### src/sv/spq_pkg.sv
package spq_pkg;

   localparam int CAPACITY         = 16;
   localparam int VALUE_BITS       = 16;
   localparam int PRIORITY_BITS    = 8;
   localparam int ENTRY_COUNT_BITS = $clog2(CAPACITY + 1);
   localparam int STATUS_BITS      = 2;

   typedef enum logic {
      ACT_INSERT = 1'b0,
      ACT_POP    = 1'b1
   } action_type;

   typedef enum logic [STATUS_BITS-1:0] {
      ST_INSERTED = 2'd0,
      ST_POPPED   = 2'd1,
      ST_EMPTY    = 2'd2,
      ST_FULL     = 2'd3
   } status_type;

   typedef struct packed {
      action_type               action;
      logic [VALUE_BITS-1:0]    item_value;
      logic [PRIORITY_BITS-1:0] item_priority;
   } req_type;

   typedef struct packed {
      status_type                  status;
      logic [VALUE_BITS-1:0]       popped_value;
      logic [ENTRY_COUNT_BITS-1:0] entry_count;
   } rsp_type;

   typedef enum logic {
      CTL_IDLE = 1'b0,
      CTL_EXEC = 1'b1
   } ctl_state_type;

   typedef struct packed {
      logic capture;
      logic execute;
   } dp_cmd_type;

endpackage

### src/sv/spq_ctrl.sv
module spq_ctrl
   import spq_pkg::*;
(
   input  logic       clock,
   input  logic       reset,
   input  logic       req_valid,
   output logic       req_ready,
   output logic       rsp_valid,
   input  logic       rsp_ready,
   output dp_cmd_type cmd
);

   ctl_state_type state_ff, state_in;
   logic          rsp_valid_ff, rsp_valid_in;

   always_ff @(posedge clock) begin
      if (reset) begin
         state_ff     <= CTL_IDLE;
         rsp_valid_ff <= 1'b0;
      end else begin
         state_ff     <= state_in;
         rsp_valid_ff <= rsp_valid_in;
      end
   end

   always_comb begin
      state_in     = state_ff;
      rsp_valid_in = rsp_valid_ff && !rsp_ready;
      req_ready    = 1'b0;
      cmd          = '0;
      unique case (state_ff)
         CTL_IDLE: begin
            // a waiting result must leave by this edge before a new item enters
            req_ready = !rsp_valid_ff || rsp_ready;
            if (req_valid && req_ready) begin
               cmd.capture = 1'b1;
               state_in    = CTL_EXEC;
            end
         end
         CTL_EXEC: begin
            cmd.execute  = 1'b1;
            rsp_valid_in = 1'b1;
            state_in     = CTL_IDLE;
         end
         default: begin
            state_in = CTL_IDLE;
         end
      endcase
   end

   assign rsp_valid = rsp_valid_ff;

endmodule

### src/sv/spq_datapath.sv
module spq_datapath
   import spq_pkg::*;
(
   input  logic       clock,
   input  logic       reset,
   input  dp_cmd_type cmd,
   input  req_type    req_data,
   output rsp_type    rsp_data
);

   localparam int CNT_W = $clog2(CAPACITY + 1);

   logic [VALUE_BITS-1:0]    val_ff [CAPACITY];
   logic [VALUE_BITS-1:0]    val_in [CAPACITY];
   logic [PRIORITY_BITS-1:0] pri_ff [CAPACITY];
   logic [PRIORITY_BITS-1:0] pri_in [CAPACITY];
   logic [CNT_W-1:0]         count_ff, count_in;
   req_type                  op_ff;
   rsp_type                  rsp_ff, rsp_in;

   logic [CAPACITY-1:0] keep;
   logic                full, empty;

   assign full  = count_ff == CNT_W'(CAPACITY);
   assign empty = count_ff == '0;

   // cells ahead of the insert point hold entries of equal or higher priority
   always_comb begin
      for (int k = 0; k < CAPACITY; k++) begin
         keep[k] = (CNT_W'(k) < count_ff) && (pri_ff[k] >= op_ff.item_priority);
      end
   end

   always_comb begin
      val_in   = val_ff;
      pri_in   = pri_ff;
      count_in = count_ff;
      rsp_in   = rsp_ff;
      if (cmd.execute) begin
         rsp_in.popped_value = '0;
         if (op_ff.action == ACT_POP) begin
            if (empty) begin
               rsp_in.status = ST_EMPTY;
            end else begin
               // advance every cell toward the front
               for (int k = 0; k < CAPACITY - 1; k++) begin
                  val_in[k] = val_ff[k+1];
                  pri_in[k] = pri_ff[k+1];
               end
               count_in            = count_ff - CNT_W'(1);
               rsp_in.status       = ST_POPPED;
               rsp_in.popped_value = val_ff[0];
            end
         end else begin
            if (full) begin
               rsp_in.status = ST_FULL;
            end else begin
               if (!keep[0]) begin
                  val_in[0] = op_ff.item_value;
                  pri_in[0] = op_ff.item_priority;
               end
               for (int k = 1; k < CAPACITY; k++) begin
                  if (!keep[k]) begin
                     if (keep[k-1]) begin
                        val_in[k] = op_ff.item_value;
                        pri_in[k] = op_ff.item_priority;
                     end else begin
                        val_in[k] = val_ff[k-1];
                        pri_in[k] = pri_ff[k-1];
                     end
                  end
               end
               count_in      = count_ff + CNT_W'(1);
               rsp_in.status = ST_INSERTED;
            end
         end
         rsp_in.entry_count = ENTRY_COUNT_BITS'(count_in);
      end
   end

   always_ff @(posedge clock) begin
      if (reset) begin
         count_ff <= '0;
      end else begin
         count_ff <= count_in;
      end
   end

   always_ff @(posedge clock) begin
      val_ff <= val_in;
      pri_ff <= pri_in;
      rsp_ff <= rsp_in;
      if (cmd.capture) begin
         op_ff <= req_data;
      end
   end

   assign rsp_data = rsp_ff;

endmodule

### src/sv/sorted_priority_queue_top.sv
// Sorted priority queue of CAPACITY entries, highest priority at the front and
// equal priorities served in arrival order. An insert item places its value
// behind every stored entry of equal or higher priority across a row of
// compare-and-shift cells; a pop returns the front value and moves every
// cell forward. Each item gives exactly one result carrying the entry count
// after the item; an insert into a full queue is refused with status "insert on
// full" and a pop on an empty queue reports "pop on empty", both leaving the
// queue unchanged. One item is in flight at a time: the request is first
// captured into an operation register, then the cell row and the result
// register update together, and the next item is taken as the result
// register is freed. Stored values need no clearing after reset.
module sorted_priority_queue_top
   import spq_pkg::*;
(
   input  logic    clock,
   input  logic    reset,
   input  logic    req_valid,
   output logic    req_ready,
   input  req_type req_data,
   output logic    rsp_valid,
   input  logic    rsp_ready,
   output rsp_type rsp_data
);

   dp_cmd_type cmd;

   spq_ctrl u_ctrl (
      .clock     (clock),
      .reset     (reset),
      .req_valid (req_valid),
      .req_ready (req_ready),
      .rsp_valid (rsp_valid),
      .rsp_ready (rsp_ready),
      .cmd       (cmd)
   );

   spq_datapath u_datapath (
      .clock    (clock),
      .reset    (reset),
      .cmd      (cmd),
      .req_data (req_data),
      .rsp_data (rsp_data)
   );

endmodule

### config.mk
export PLATFORM = sky130hd
export DESIGN_NAME = sorted_priority_queue_top
export DESIGN_NICKNAME = d
export VERILOG_FILES = /design/src/sv/spq_pkg.sv /design/src/sv/spq_ctrl.sv /design/src/sv/spq_datapath.sv /design/src/sv/sorted_priority_queue_top.sv
export SDC_FILE = /design/constraint.sdc
export NUM_CORES = 1
export LEC_CHECK = 0
export ABC_AREA = 1
export ABC_CLOCK_PERIOD_IN_PS = 5900
export BUFFER_PORTS_ARGS = -buffer_cell sky130_fd_sc_hd__buf_2
export CELL_PAD_IN_SITES_DETAIL_PLACEMENT = 1
export CELL_PAD_IN_SITES_GLOBAL_PLACEMENT = 2
export CORE_MARGIN = 1.5
export CORE_UTILIZATION = 30
export CTS_CLUSTER_DIAMETER = 100
export CTS_CLUSTER_SIZE = 25
export DETAILED_ROUTE_END_ITERATION = 10
export PLACE_DENSITY_LB_ADDON = 0.2
export SETUP_SLACK_MARGIN = 0.1
export SLEW_MARGIN = 40
export SYNTH_ARGS = -nofsm -noshare
export SYNTH_HDL_FRONTEND = slang
export SYNTH_SLANG_ARGS = --single-unit
### constraint.sdc
create_clock -name clock -period 5.9 [get_ports clock]
set_input_delay 1.18 -clock clock [delete_from_list [all_inputs] [get_ports clock]]
set_output_delay 1.18 -clock clock [all_outputs]
set_load 0.01 [all_outputs]
==> metrics <==
final-layout setup total negative slack 0 ns; Synth async-reset ratio 0; CP Launch Point u_datapath.op_ff[7]; # IOs between 50 and 60; top post-synthesis cells by count 1207 x sky130_fd_sc_hd__nand2_1, 695 x sky130_fd_sc_hd__nand3_1, 445 x sky130_fd_sc_hd__inv_1; DRC Markers 0; initial antenna violation count 2; violation count after the first detailed-route iteration 1425; insertion delay of the later-clocked pin in the worst-skew pair ~0.59 ns; Max Freq between 200 and 250 MHz; global route total overflow 0; cts repair resizes 0; outcome finished clean; worst slew slack as a fraction of its limit 0.460; simple-gate area share of the yosys netlist 0.316; top cells by area in the synthesized netlist sky130_fd_sc_hd__edfxtp_1 49%, sky130_fd_sc_hd__nand2_1 17%, sky130_fd_sc_hd__nand3_1 13%; Die Outline Area 90500 um2; maximum number of pins on one net before global-route repair approximately 180; Crit Reg-Reg Startpoint u_datapath.op_ff[7]; CTS clock-pin slew for the worst setup and hold paths about 0.10 ns; final number of max-transition violations 0; dpl hpwl a little over 70000 um; number of rows in the core area 109; register bit total from synthesis about 440; number of antenna diodes 0; final-report hold violation count 0; switching fraction of total power 0.334; Crit. End Element flip-flop; routability-driven placement congestion ratio roughly 0.83; buffer type at the clock tree root sky130_fd_sc_hd__clkbuf_16; combined area of all synthesized cells 26600 um2; internal power 5.30 mW; adder-cell share of the synthesized area 0.0621; crit path max fanout 25; synthesized-area fraction occupied by xor and xnor cells 0.00165; via count roughly 23000; PD cells around 270 nW/um2; setup clock skew after layout roughly 0.032 ns; horizontal extent of the die 301 um; TritonCTS clock tree done; unrepaired setup endpoints after global routing false; htree depth 2; number of standard cells after synthesis ~3400; type of the worst min-delay path flip-flop to flip-flop; predominant post-synthesis flop cell sky130_fd_sc_hd__edfxtp_1; routed via count divided by cell count between 5 and 6; main combinational cell family by area after synthesis simple AND/OR/NAND/NOR gates; number of detailed-route iterations in the first pass 5; fraction of layout cells with a size suffix above 1 0.0695; total number of yosys warnings 0; fraction of the yosys area taken by sequential cells 0.493; count of buffers added by post-CTS timing repair for setup 0; vias in the first global route about 24000; cell taking the most area after synthesis sky130_fd_sc_hd__edfxtp_1; complex-gate fraction of the synthesized area 0.0291; Sink Count ~440; post-layout net count around 3500; launch instance of the worst min-delay path u_datapath.val_ff[15]; number of setup violations in the final report 0; share of the synthesized area in the top cell type 0.488; worst path required time a little over 6 ns; leading cell type by number of instances after synthesis sky130_fd_sc_hd__nand2_1; count of cell types in the netlist 32; post-synth net total roughly 3500; final core area utilization 0.331; mean area per synthesized cell 7.94 um2; total clock buffers created by CTS 34; effective utilization at floorplan 0.302; Worst Path Arrival 4.26 ns; hold buffer count at cts 0; mux share of post-synthesis cell area 0; clock tree buffer depth 3; min Tclk post-route 4.05 ns; Worst Reg2Reg Path Length in Cells 12; Max-cap violations 0; Worst Path Class, Setup flip-flop to flip-flop; Die Height 301 um; remaining antenna violation count after routing 0; logic gate share of total power 0.192; layout overhead on the synthesized area 9.77%; startpoint type of the worst setup path flip-flop; final worst-path cycle share 0.686; core outline area a little under 90000 um2; Max VDD drop approximately 0.25 mV; number of enable-type register cells in the synthesized netlist 432; reported leakage power roughly 14 nW; Worst Hold Depth 2; number of buffers added on ports between 50 and 60; total detailed-routing wirelength between 90000 and 100000 um; Overall Global Routing Usage 0.219; routed wire length per instance approximately 22 um; portion of total power attributed to the clock network 0.333; transition at the pin with the smallest max-transition slack around 0.8 ns; Reg power frac 0.475; first-pass GRT wire length around 150000 um; net switching power approximately 2.7 mW
power groups by stage:
stage                     registers (mW)  logic (mW)  clock network, mW
final                               3.78        1.52               2.65
after global routing                3.80        1.72               2.81
after CTS                           3.78        1.55               2.72
after detailed placement            3.85        1.54                  0
after global placement              3.86        1.48                  0
after floorplan                     3.79        1.03                  0
layout by cell type, fill, tap and decap left out, types with 3 or more instances in the layout:
| cell | instances |
|---|---|
| sky130_fd_sc_hd__nand2_1 | 1201 |
| sky130_fd_sc_hd__nand3_1 | 695 |
| sky130_fd_sc_hd__edfxtp_1 | 432 |
| sky130_fd_sc_hd__inv_1 | 426 |
| sky130_fd_sc_hd__ha_1 | 132 |
| sky130_fd_sc_hd__nor2_1 | 53 |
| sky130_fd_sc_hd__buf_2 | 53 |
| sky130_fd_sc_hd__buf_4 | 49 |
| sky130_fd_sc_hd__a21oi_1 | 41 |
| sky130_fd_sc_hd__o21ai_0 | 38 |
| sky130_fd_sc_hd__clkbuf_16 | 37 |
| sky130_fd_sc_hd__inv_2 | 25 |
| sky130_fd_sc_hd__o22ai_1 | 25 |
| sky130_fd_sc_hd__nand2_2 | 22 |
| sky130_fd_sc_hd__o21a_1 | 17 |
| sky130_fd_sc_hd__o21ai_1 | 9 |
| sky130_fd_sc_hd__clkinv_1 | 9 |
| sky130_fd_sc_hd__clkinv_8 | 8 |
| sky130_fd_sc_hd__dfxtp_1 | 6 |
| sky130_fd_sc_hd__clkinvlp_4 | 5 |
| sky130_fd_sc_hd__o21ai_2 | 4 |
| sky130_fd_sc_hd__nor2_4 | 3 |
| sky130_fd_sc_hd__xor2_1 | 3 |
| sky130_fd_sc_hd__inv_8 | 3 |
| sky130_fd_sc_hd__inv_6 | 3 |
| sky130_fd_sc_hd__buf_12 | 3 |
worst paths after layout:
path                                              end  slack [ns]
worst min-delay path            u_datapath.val_ff[31]        0.52
worst max-delay path            u_datapath.val_ff[74]        1.85
worst max register to register  u_datapath.val_ff[74]        1.85
worst min register to register  u_datapath.val_ff[31]        0.52
routing by layer:
metal,GRT usage,part of all wire,vias to the layer above
li1,-,-,10800
met1,0.267,0.42,11400
met2,0.405,0.52,374
met3,0.0183,0.026,146
met4,0.0660,0.030,2
met5,0,0.00013,-
registers in the layout (all words and copies together), names as in the netlist:
signal and flops:
u_datapath.val_ff 256, u_ctrl.state_ff 1, u_datapath.op_ff 25, u_datapath.pri_ff 128
u_datapath.count_ff 5, u_ctrl.rsp_valid 1, u_datapath.rsp_data 23
area by class of cell:
type | instances | area (um2)
flip-flops and latches | 439 | 13100
clock inverters | 25 | 298
fillers | 10600 | 58900
multi-input cells | 2255 | 10900
inverters | 461 | 1740
repair buffers | 108 | 759
well taps | 1165 | 1460
clock buffers | 37 | 926
logic make-up after synthesis:
| logic type | count (synthesis) |
|---|---|
| simple gates | 1982 |
| buf+inv | 659 |
| flops | 439 |
| compound gates | 136 |
| fa+ha+maj | 132 |
| xor+xnor | 5 |
stage by stage:
| stage | worst slack, ns | hold slack (ns) | area [um2] | instances | power [mW] |
|---|---|---|---|---|---|
| after floorplan | 2.57 | 0.495 | 26600 | 3353 | 4.82 |
| after global routing | 1.58 | 0.543 | 29200 | 4490 | 8.32 |
| final | 1.85 | 0.521 | 29200 | 4490 | 7.96 |
| after detailed placement | 1.87 | 0.512 | 27900 | 4427 | 5.40 |
| after global placement | 1.52 | 0.503 | 27900 | 4425 | 5.34 |
| after CTS | 1.83 | 0.529 | 29200 | 4489 | 8.05 |
critical path: stages (launching register included):
cell and delay, ns:
sky130_fd_sc_hd__edfxtp_1 0.34, sky130_fd_sc_hd__clkinv_1 0.59, sky130_fd_sc_hd__buf_4 0.50, sky130_fd_sc_hd__ha_1 0.35
sky130_fd_sc_hd__nand2_1 0.07, sky130_fd_sc_hd__inv_1 0.03, sky130_fd_sc_hd__nor2_1 0.08, sky130_fd_sc_hd__o21a_1 0.12
sky130_fd_sc_hd__nand2_1 0.47, sky130_fd_sc_hd__nand2_1 0.20, sky130_fd_sc_hd__buf_4 0.28, sky130_fd_sc_hd__o21ai_0 0.13
sky130_fd_sc_hd__inv_2 0.47
(Power assumes the default switching activity.)
